--- src/rtl/per_host_traffic_byte_counter_top_macros.svh ---
// Assertion macros for the per-host byte counter.
// Included by the top level; no other dependencies.
`ifndef PER_HOST_TRAFFIC_BYTE_COUNTER_TOP_MACROS_SVH
`define PER_HOST_TRAFFIC_BYTE_COUNTER_TOP_MACROS_SVH

`ifndef SYNTH
`define PHTBC_ASSERT_IMPL(label, clk, rst_n, ante, cons) \
    label: assert property (@(posedge clk) disable iff (!rst_n) (ante) |-> (cons)) \
        else $error("assertion failed");
`define PHTBC_ASSERT_NEXT(label, clk, rst_n, ante, cons) \
    label: assert property (@(posedge clk) disable iff (!rst_n) (ante) |=> (cons)) \
        else $error("assertion failed");
`else
`define PHTBC_ASSERT_IMPL(label, clk, rst_n, ante, cons)
`define PHTBC_ASSERT_NEXT(label, clk, rst_n, ante, cons)
`endif

`endif

--- src/rtl/phtbc_pkg.sv ---
// Types and codes shared by the per-host byte counter.
// No dependencies.
`timescale 1ns / 1ps

package phtbc_pkg;

    typedef struct packed {
        logic [31:0] host;
        logic [63:0] upload;
        logic [63:0] download;
        logic [15:0] last;
    } t_entry;

    typedef enum logic [1:0] {
        KIND_PACKET = 2'd0,
        KIND_ADD    = 2'd1,
        KIND_FORGET = 2'd2,
        KIND_QUERY  = 2'd3
    } t_kind;

    typedef enum logic [2:0] {
        ST_OK       = 3'd0,
        ST_FULL     = 3'd1,
        ST_DUP      = 3'd2,
        ST_UNKNOWN  = 3'd3,
        ST_NOMATCH  = 3'd4,
        ST_NEGATIVE = 3'd5
    } t_status;

    typedef enum logic [2:0] {
        S_IDLE,
        S_RD,
        S_CMP,
        S_MISS,
        S_SH_RD,
        S_SH_WR,
        S_EMIT
    } t_state;

endpackage

--- src/rtl/phtbc_ram.sv ---
// Host table storage: one write port and one registered read port.
// Depends on phtbc_pkg for the entry type.
`timescale 1ns / 1ps

module phtbc_ram import phtbc_pkg::*; #(
    parameter int DEPTH = 16,
    parameter int AW    = 4
) (
    input  logic          i_clk,
    input  logic          i_we,
    input  logic [AW-1:0] i_waddr,
    input  t_entry        i_wdata,
    input  logic [AW-1:0] i_raddr,
    output t_entry        o_rdata
);

    t_entry r_mem [DEPTH];
    t_entry r_rdata;

    always_ff @(posedge i_clk) begin
        if (i_we) begin
            r_mem[i_waddr] <= i_wdata;
        end
        r_rdata <= r_mem[i_raddr];
    end

    assign o_rdata = r_rdata;

endmodule

--- src/rtl/per_host_traffic_byte_counter_top.sv ---
// Per-host IPv4 byte counter: a table scanned one slot at a time through one read port,
// each slot read (S_RD) and then compared (S_CMP). A hit ends the scan; a miss scans every
// host and then passes S_MISS; an add to a full table skips the scan and goes to S_EMIT.
// A forget that hits moves later entries down, each one read (S_SH_RD) and written (S_SH_WR).
// One item is in work at a time; a finished result waits in an output register.
// Reset is synchronous, active low, and empties the table and clears the local address.
`timescale 1ns / 1ps
`include "per_host_traffic_byte_counter_top_macros.svh"

module per_host_traffic_byte_counter_top import phtbc_pkg::*; #(
    parameter int MAX_HOSTS = 16
) (
    input  logic        i_clk,
    input  logic        i_rst_n,
    input  logic        i_cfg_wr_en,
    input  logic [31:0] i_cfg_wr_data,
    input  logic        i_in_valid,
    output logic        o_in_stall,
    input  logic [1:0]  i_kind,
    input  logic [31:0] i_source_address,
    input  logic [31:0] i_destination_address,
    input  logic [3:0]  i_ip_header_words,
    input  logic [3:0]  i_tcp_header_words,
    input  logic [15:0] i_ip_total_length,
    input  logic [31:0] i_host_address,
    output logic        o_out_valid,
    input  logic        i_out_stall,
    output logic [2:0]  o_status,
    output logic [3:0]  o_entry_index,
    output logic [63:0] o_upload_bytes,
    output logic [63:0] o_download_bytes,
    output logic [15:0] o_last_payload
);

    localparam int CW = $clog2(MAX_HOSTS + 1);
    localparam int IW = (MAX_HOSTS > 1) ? $clog2(MAX_HOSTS) : 1;

    t_state        r_state;
    t_state        n_state;
    logic [CW-1:0] r_host_count;
    logic [CW-1:0] r_idx;
    logic [31:0]   r_local_addr;
    t_kind         r_kind;
    logic [31:0]   r_src;
    logic [31:0]   r_dst;
    logic [31:0]   r_host;
    logic [15:0]   r_payload;
    logic          r_neg;
    logic          r_dl;
    logic          r_ul;
    t_status       r_res_status;
    logic [3:0]    r_res_index;
    logic [63:0]   r_res_up;
    logic [63:0]   r_res_down;
    logic [15:0]   r_res_last;
    logic          r_out_valid;
    t_status       r_out_status;
    logic [3:0]    r_out_index;
    logic [63:0]   r_out_up;
    logic [63:0]   r_out_down;
    logic [15:0]   r_out_last;

    logic          in_accept;
    logic          emit_load;
    logic          is_full;
    logic [CW-1:0] idx_next;
    logic          more;
    logic [6:0]    hdr_bytes;
    logic          in_neg;
    t_entry        rd_entry;
    t_entry        upd_entry;
    t_entry        new_entry;
    logic          hit_host;
    logic          hit_down;
    logic          hit_up;
    logic          hit;
    logic          ram_we;
    logic [IW-1:0] ram_waddr;
    t_entry        ram_wdata;
    logic [CW+3:0] idx_ext;
    logic [CW+3:0] cnt_ext;

    assign in_accept = i_in_valid && !o_in_stall;
    assign emit_load = (r_state == S_EMIT) && (!r_out_valid || !i_out_stall);
    assign is_full   = (r_host_count == CW'(MAX_HOSTS));
    assign idx_next  = r_idx + CW'(1);
    assign more      = (idx_next < r_host_count);
    assign hdr_bytes = {({1'b0, i_ip_header_words} + {1'b0, i_tcp_header_words}), 2'b00};
    assign in_neg    = (i_ip_total_length < {9'd0, hdr_bytes});
    assign idx_ext   = {4'd0, r_idx};
    assign cnt_ext   = {4'd0, r_host_count};

    assign hit_host = (rd_entry.host == r_host);
    assign hit_down = (rd_entry.host == r_src) && r_dl;
    assign hit_up   = (rd_entry.host == r_dst) && r_ul;
    assign hit      = (r_kind == KIND_PACKET) ? (hit_down || hit_up) : hit_host;

    always_comb begin
        upd_entry      = rd_entry;
        upd_entry.last = r_payload;
        if (hit_down) begin
            upd_entry.download = rd_entry.download + {48'd0, r_payload};
        end else begin
            upd_entry.upload = rd_entry.upload + {48'd0, r_payload};
        end
        new_entry.host     = r_host;
        new_entry.upload   = '0;
        new_entry.download = '0;
        new_entry.last     = '0;
    end

    phtbc_ram #(
        .DEPTH (MAX_HOSTS),
        .AW    (IW)
    ) u_ram (
        .i_clk   (i_clk),
        .i_we    (ram_we),
        .i_waddr (ram_waddr),
        .i_wdata (ram_wdata),
        .i_raddr (r_idx[IW-1:0]),
        .o_rdata (rd_entry)
    );

    always_comb begin
        n_state = r_state;
        unique case (r_state)
            S_IDLE: begin
                if (in_accept) begin
                    if (t_kind'(i_kind) == KIND_ADD && is_full) begin
                        n_state = S_EMIT;
                    end else if (r_host_count == '0) begin
                        n_state = S_MISS;
                    end else begin
                        n_state = S_RD;
                    end
                end
            end
            S_RD:    n_state = S_CMP;
            S_CMP: begin
                if (hit) begin
                    n_state = (r_kind == KIND_FORGET && more) ? S_SH_RD : S_EMIT;
                end else begin
                    n_state = more ? S_RD : S_MISS;
                end
            end
            S_MISS:  n_state = S_EMIT;
            S_SH_RD: n_state = S_SH_WR;
            S_SH_WR: n_state = more ? S_SH_RD : S_EMIT;
            S_EMIT: begin
                if (emit_load) begin
                    n_state = S_IDLE;
                end
            end
            default: n_state = S_IDLE;
        endcase
    end

    always_comb begin
        o_in_stall = (r_state != S_IDLE);
        ram_we     = 1'b0;
        ram_waddr  = r_idx[IW-1:0];
        ram_wdata  = upd_entry;
        unique case (r_state)
            S_CMP: begin
                ram_we = hit && (r_kind == KIND_PACKET);
            end
            S_MISS: begin
                ram_we    = (r_kind == KIND_ADD);
                ram_waddr = r_host_count[IW-1:0];
                ram_wdata = new_entry;
            end
            S_SH_WR: begin
                ram_we    = 1'b1;
                ram_waddr = r_idx[IW-1:0] - IW'(1);
                ram_wdata = rd_entry;
            end
            default: ram_we = 1'b0;
        endcase
    end

    always_ff @(posedge i_clk) begin
        if (!i_rst_n) begin
            r_state      <= S_IDLE;
            r_host_count <= '0;
            r_local_addr <= '0;
            r_out_valid  <= 1'b0;
            r_idx        <= '0;
        end else begin
            r_state <= n_state;
            if (i_cfg_wr_en) begin
                r_local_addr <= i_cfg_wr_data;
            end
            if (emit_load) begin
                r_out_valid <= 1'b1;
            end else if (!i_out_stall) begin
                r_out_valid <= 1'b0;
            end
            unique case (r_state)
                S_IDLE: begin
                    r_idx <= '0;
                end
                S_CMP: begin
                    if (more && (!hit || r_kind == KIND_FORGET)) begin
                        r_idx <= idx_next;
                    end
                    if (hit && r_kind == KIND_FORGET && !more) begin
                        r_host_count <= r_host_count - CW'(1);
                    end
                end
                S_MISS: begin
                    if (r_kind == KIND_ADD) begin
                        r_host_count <= r_host_count + CW'(1);
                    end
                end
                S_SH_WR: begin
                    if (more) begin
                        r_idx <= idx_next;
                    end else begin
                        r_host_count <= r_host_count - CW'(1);
                    end
                end
                default: r_idx <= r_idx;
            endcase
        end
    end

    always_ff @(posedge i_clk) begin
        if (in_accept) begin
            r_kind       <= t_kind'(i_kind);
            r_src        <= i_source_address;
            r_dst        <= i_destination_address;
            r_host       <= i_host_address;
            r_neg        <= in_neg;
            r_payload    <= in_neg ? 16'd0 : (i_ip_total_length - {9'd0, hdr_bytes});
            r_dl         <= (r_local_addr == i_destination_address);
            r_ul         <= (r_local_addr == i_source_address);
            r_res_status <= ST_FULL;
            r_res_index  <= '0;
            r_res_up     <= '0;
            r_res_down   <= '0;
            r_res_last   <= '0;
        end
        if (r_state == S_CMP && hit) begin
            r_res_index <= idx_ext[3:0];
            if (r_kind == KIND_PACKET) begin
                r_res_status <= r_neg ? ST_NEGATIVE : ST_OK;
                r_res_up     <= upd_entry.upload;
                r_res_down   <= upd_entry.download;
                r_res_last   <= upd_entry.last;
            end else begin
                r_res_status <= (r_kind == KIND_ADD) ? ST_DUP : ST_OK;
                r_res_up     <= rd_entry.upload;
                r_res_down   <= rd_entry.download;
                r_res_last   <= rd_entry.last;
            end
        end
        if (r_state == S_MISS) begin
            r_res_up   <= '0;
            r_res_down <= '0;
            r_res_last <= '0;
            unique case (r_kind)
                KIND_ADD: begin
                    r_res_status <= ST_OK;
                    r_res_index  <= cnt_ext[3:0];
                end
                KIND_PACKET: begin
                    r_res_status <= ST_NOMATCH;
                    r_res_index  <= '0;
                end
                default: begin
                    r_res_status <= ST_UNKNOWN;
                    r_res_index  <= '0;
                end
            endcase
        end
        if (emit_load) begin
            r_out_status <= r_res_status;
            r_out_index  <= r_res_index;
            r_out_up     <= r_res_up;
            r_out_down   <= r_res_down;
            r_out_last   <= r_res_last;
        end
    end

    assign o_out_valid      = r_out_valid;
    assign o_status         = r_out_status;
    assign o_entry_index    = r_out_index;
    assign o_upload_bytes   = r_out_up;
    assign o_download_bytes = r_out_down;
    assign o_last_payload   = r_out_last;

    `PHTBC_ASSERT_IMPL(a_count_bound, i_clk, i_rst_n, 1'b1, r_host_count <= CW'(MAX_HOSTS))
    `PHTBC_ASSERT_NEXT(a_busy_after_accept, i_clk, i_rst_n, in_accept, r_state != S_IDLE)
    `PHTBC_ASSERT_IMPL(a_full_only_when_full, i_clk, i_rst_n,
        (r_state == S_EMIT) && (r_res_status == ST_FULL), is_full)

endmodule
--- config.mk ---
export PLATFORM = sky130hd
export DESIGN_NAME = per_host_traffic_byte_counter_top
export DESIGN_NICKNAME = d
export VERILOG_FILES = /design/src/rtl/phtbc_pkg.sv /design/src/rtl/phtbc_ram.sv /design/src/rtl/per_host_traffic_byte_counter_top.sv
export VERILOG_INCLUDE_DIRS = /design/src /design/src/rtl
export SDC_FILE = /design/constraint.sdc
export NUM_CORES = 2
export LEC_CHECK = 0
export BUFFER_PORTS_ARGS = -buffer_cell sky130_fd_sc_hd__buf_2
export CAP_MARGIN = 20
export CORE_ASPECT_RATIO = 1.5
export CORE_MARGIN = 4
export CORE_UTILIZATION = 56
export CTS_CLUSTER_DIAMETER = 80
export DETAILED_ROUTE_END_ITERATION = 16
export PLACE_DENSITY = 0.76
export SYNTH_ARGS = -nofsm -noshare
export SYNTH_HDL_FRONTEND = slang
export SYNTH_SLANG_ARGS = --single-unit
export TNS_END_PERCENT = 20
--- constraint.sdc ---
create_clock -name i_clk -period 21 [get_ports i_clk]
set_input_delay 4.2 -clock i_clk [delete_from_list [all_inputs] [get_ports i_clk]]
set_output_delay 4.2 -clock i_clk [all_outputs]
set_load 0.05 [all_outputs]
==> results by stage <==
Status:
- The run finished with clean final reports.

STA:
- The maximum achievable frequency is 147.5 MHz.
- The count of final hold-check violations is 0.
- For the pin with the worst max-slew slack, the measured transition is around 1.2 ns.
- The max-slew violation count was 0.
- The part of the cycle the worst path needs is 0.3228.
- Across the routed clock network, the largest skew measured is about 0.083 ns.
- The post-route minimum period is 6.779 ns.
- In this run the tightest slew margin relative to its limit is 0.1877.
- The setup total negative slack is 0 ns.
- Setup violations remaining at the end of the flow were counted as 0.
- Setup repair after global routing left no endpoint under its margin.
- The final critical-path setup slack is 14.22 ns.

Yosys:
- In this run, synthesis produced a sequential element count of ~3500.
- Of all cell types, the one taking the most synthesized area is sky130_fd_sc_hd__edfxtp_1.
- The combined area of all synthesized cells is ~130000 sq um.
- The portion of the post-synthesis area used by sequential elements is 0.7459.
- The mean cell area of the mapped netlist is slightly below 20 sq um.
- The count of unique library cells instantiated by Yosys is 76.
- The gate count of the mapped netlist is roughly 6800.
- After synthesis, the share of flip-flops with an asynchronous set or reset is 0.
- The commonest register cell after synthesis is sky130_fd_sc_hd__edfxtp_1.
- The proportion of netlist area held by the largest area contributor is 0.6913.
- Yosys attributes the largest share of cell area to sky130_fd_sc_hd__edfxtp_1 69%, sky130_fd_sc_hd__mux4_2 15%, sky130_fd_sc_hd__dfxtp_1 5.5%.
- The synthesized netlist net count is approximately 7000.
- During synthesis, Yosys emitted a total of 0 warnings.
- The number of enable flip-flop cells after synthesis is ~3000.

Placement:
- The HPWL after detailed placement is between 150000 and 200000 um.
- Timing analysis after detailed placement gives a worst setup slack of around 13 ns.
- The congestion estimate from routability-driven global placement came to approximately 0.94.
- Once placement completed, the tool counted placed cells totaling ~10000.
- The number of port buffers is roughly 310.

Hold path:
- The startpoint identified for the worst hold timing path is r_res_up[31].
- For hold timing, the worst endpoint is o_upload_bytes[31].
- The worst hold-check path type is flop to flop.
- The depth of the worst hold-timing path is 0.

Power:
- VDD sags by at most a little over 70 uV.
- The leakage power is ~48 nW.
- In this run the power density over the cells is roughly 110 nW/um^2.

Detailed routing:
- The starting DRC count in detailed routing is between 10000 and 15000.
- Dividing the detail-routed via count by the number of cells gives roughly 6.7.
- The number of remaining DRC errors is 0.
- The via count is 71320.
- The final wirelength is about 360000 um.
- The average wire length per cell after detail routing is roughly 34 um.
- The remaining antenna violation count is 0.
- The number of search-and-repair iterations in the first detailed-routing pass is 6.

Cells and area:
- The library cell used most frequently in the layout, excluding fill and tap cells, is sky130_fd_sc_hd__edfxtp_1.
- The filler cells instantiated in the layout total between 15000 and 20000.
- In the final design database the tool counted roughly 7500 nets.
- In the layout the commonest cells are 3091 x sky130_fd_sc_hd__edfxtp_1, 880 x sky130_fd_sc_hd__mux4_2, 362 x sky130_fd_sc_hd__dfxtp_1.
- The number of non-filler instances in the completed layout is around 11000.
- The share of final-layout standard cells stronger than drive strength 1 is 0.2572.
- The multi-input logic area is 32770 sq um.
- The area of all sequential standard cells is around 100000 sq um.
- The area growth from synthesis to layout is 12.30%.

Setup path:
- The worst setup path is captured at a flop.
- The reg-to-reg critical path endpoint is u_ram.r_mem[1][22].
- The count of cells along the worst register-to-register path is 13.
- The kind of critical path is flop to flop.
- STA classifies the critical path startpoint as a flop.
- For the worst setup path, the data arrival time is a little over 7 ns.
- Along the worst path, the maximum fanout reaches 43.
- The launch point of the worst reg-to-reg path is u_ram.o_rdata[156].
- Counting stages on the worst path, the most repeated cell is sky130_fd_sc_hd__buf_4.
- The gate family responsible for the most delay along the worst path is buffers and inverters.
- The worst register-to-register path has a setup slack of 14.22 ns.
- The data required time of the worst path is between 20 and 25 ns.
- The signal on the critical path passes through xor2_1, nor4_1, nand4_1, nor2_1, nand2_1, a21oi_4, buf_4, a211oi_2, buf_4, nor4_2, buf_4, buf_4, buf_4.
- The biggest cell delay along the critical path is around 0.81 ns.
- The cell at the slowest stage of the critical path is sky130_fd_sc_hd__buf_4.
- The number of buffers and inverters on the critical path is 5.

Clock tree:
- The hold buffer count at cts is 0.
- The depth of the CTS H-tree is 5.
- TritonCTS built the clock tree.
- The number of buffers inserted by post-CTS setup repair is 0.
- The tree is rooted in a sky130_fd_sc_hd__clkbuf_16.
- The number of gates resized after CTS was 0.
- The TritonCTS buffer count is 315.
- The buffer depth of the longest clock path is 4.
- The clock latency reported for the late side of the worst-skew pair is a little under 0.9 ns.
- The TritonCTS sink count is 3457.
- The clock transition at the register clock pins on the worst setup and hold paths after CTS is ~0.060 ns.

Die:
- Pin placement for this block handled around 310 I/O pins.
- The area of the die is 247800 sq um.
- The die is approximately 400 um wide.
- After floorplanning, the core was sized to cover 237800 sq um.
- The initial utilization of the core area, before any placement, comes to 0.5645.
- In this run the vertical extent of the chip is between 600 and 700 um.
- Row generation in the floorplan step produced about 220 rows.

GRT:
- The first global-routing pass estimated about 500000 um of wire.
- The number of global-route vias before repair was roughly 72000.
- Entering global routing, the biggest net connects between 100 and 150 pins.
- For this run, the total global-route usage over all layers was measured as 0.2844.
- The number of antenna violations at the first check in global routing is 17.
- For this run the aggregate overflow at the end of global routing stands at 0.

Run:
- The number of max-cap violations is 0.
[worst max-delay path by stage]
stage                         startpoint            endpoint  slack [ns]  cells after the start
floorplan                     r_state[2]  u_ram.r_mem[15][0]        0.68                     12
global placement    i_ip_header_words[0]        r_payload[5]       12.97                     13
detailed placement  i_ip_header_words[0]       r_payload[11]       12.92                     13
CTS                 i_ip_header_words[0]        r_payload[5]       13.87                     13
global route          u_ram.o_rdata[156]  u_ram.r_mem[1][22]       14.07                     13
finish                u_ram.o_rdata[156]  u_ram.r_mem[1][22]       14.22                     13
[synth_stat cells (8+ instances only)]
library cell and number:
sky130_fd_sc_hd__edfxtp_1 3091, sky130_fd_sc_hd__mux4_2 880, sky130_fd_sc_hd__dfxtp_1 366, sky130_fd_sc_hd__o21ai_0 282, sky130_fd_sc_hd__nand2_1 271, sky130_fd_sc_hd__clkbuf_1 248
sky130_fd_sc_hd__nand3_1 221, sky130_fd_sc_hd__xor2_1 199, sky130_fd_sc_hd__nor2_1 140, sky130_fd_sc_hd__a21oi_1 103, sky130_fd_sc_hd__xnor2_1 99, sky130_fd_sc_hd__buf_1 90
sky130_fd_sc_hd__nor4_1 73, sky130_fd_sc_hd__mux2i_1 71, sky130_fd_sc_hd__nand4_1 59, sky130_fd_sc_hd__nor3_1 59, sky130_fd_sc_hd__ha_1 53, sky130_fd_sc_hd__inv_1 47
sky130_fd_sc_hd__a22o_1 45, sky130_fd_sc_hd__a21o_1 31, sky130_fd_sc_hd__and3_1 31, sky130_fd_sc_hd__o31ai_1 29, sky130_fd_sc_hd__nor2b_1 26, sky130_fd_sc_hd__a31oi_1 25
sky130_fd_sc_hd__and2_1 16, sky130_fd_sc_hd__o211ai_1 16, sky130_fd_sc_hd__or3_1 16, sky130_fd_sc_hd__and4_1 14, sky130_fd_sc_hd__or4_1 14, sky130_fd_sc_hd__buf_2 12
sky130_fd_sc_hd__nand2b_1 11, sky130_fd_sc_hd__a211o_1 9, sky130_fd_sc_hd__o21a_1 9, sky130_fd_sc_hd__a211oi_1 8
[registers in the layout, summed over array words and instances, names as in the netlist, 3 cells and up]
register	flops
r_host	32
r_idx	5
r_payload	16
r_res_last	16
o_entry_index	4
r_res_up	64
r_res_down	64
r_local_addr	32
o_status	3
r_state	3
r_dst	32
o_upload_bytes	64
r_host_count	5
r_res_index	4
r_res_status	3
o_last_payload	16
u_ram.o_rdata	176
r_src	32
u_ram.r_mem	2816
o_download_bytes	64
[kinds of logic after synthesis]
group           after synthesis  synth area share
simple gates                985           0.03667
fa+ha+maj                    58          0.005685
compound gates              613           0.02780
buf+inv                     400           0.01141
mux                         953            0.1531
xor+xnor                    298           0.01944
flops                      3457            0.7459
[power breakdown]
part           internal (mW)  total [mW]  switching (mW)
combinational          0.926        2.46            1.53
clock                   3.32        5.83            2.51
sequential              8.19        8.46           0.271
[final cells by class]
type,count,share of cell area
Sequential cell,3457,0.6643
Tap cell,3094,0.02568
Clock inverter,161,0.01161
Clock buffer,411,0.05773
Multi-Input combinational cell,2907,0.2173
Timing Repair Buffer,506,0.02197
Antenna cell,8,0.0001328
Inverter,47,0.001203
[through the flow]
step	power, mW	util	hold slack, ns	area (sq um)
final	16.75	0.6339	0.4291	150800
after detailed placement	11.03	0.5897	0.4108	140300
after CTS	16.81	0.6337	0.4311	150700
after global routing	17.32	0.6338	0.4367	150800
after floorplan	10.16	-	0.4001	134300
after global placement	10.94	0.5894	0.4140	140200
[layer usage]
layer  share of wire  global-route usage  routed length, um  vias up
met3            0.11             0.05950              38150      804
met4           0.041              0.1034              14400       14
met1            0.36              0.3858             128000    37110
li1                -                   -                  -    28630
met2            0.49              0.4628             174300     4765
met5         0.00026                   0                 94        -
Note: power is estimated with default switching activity, not from simulation.
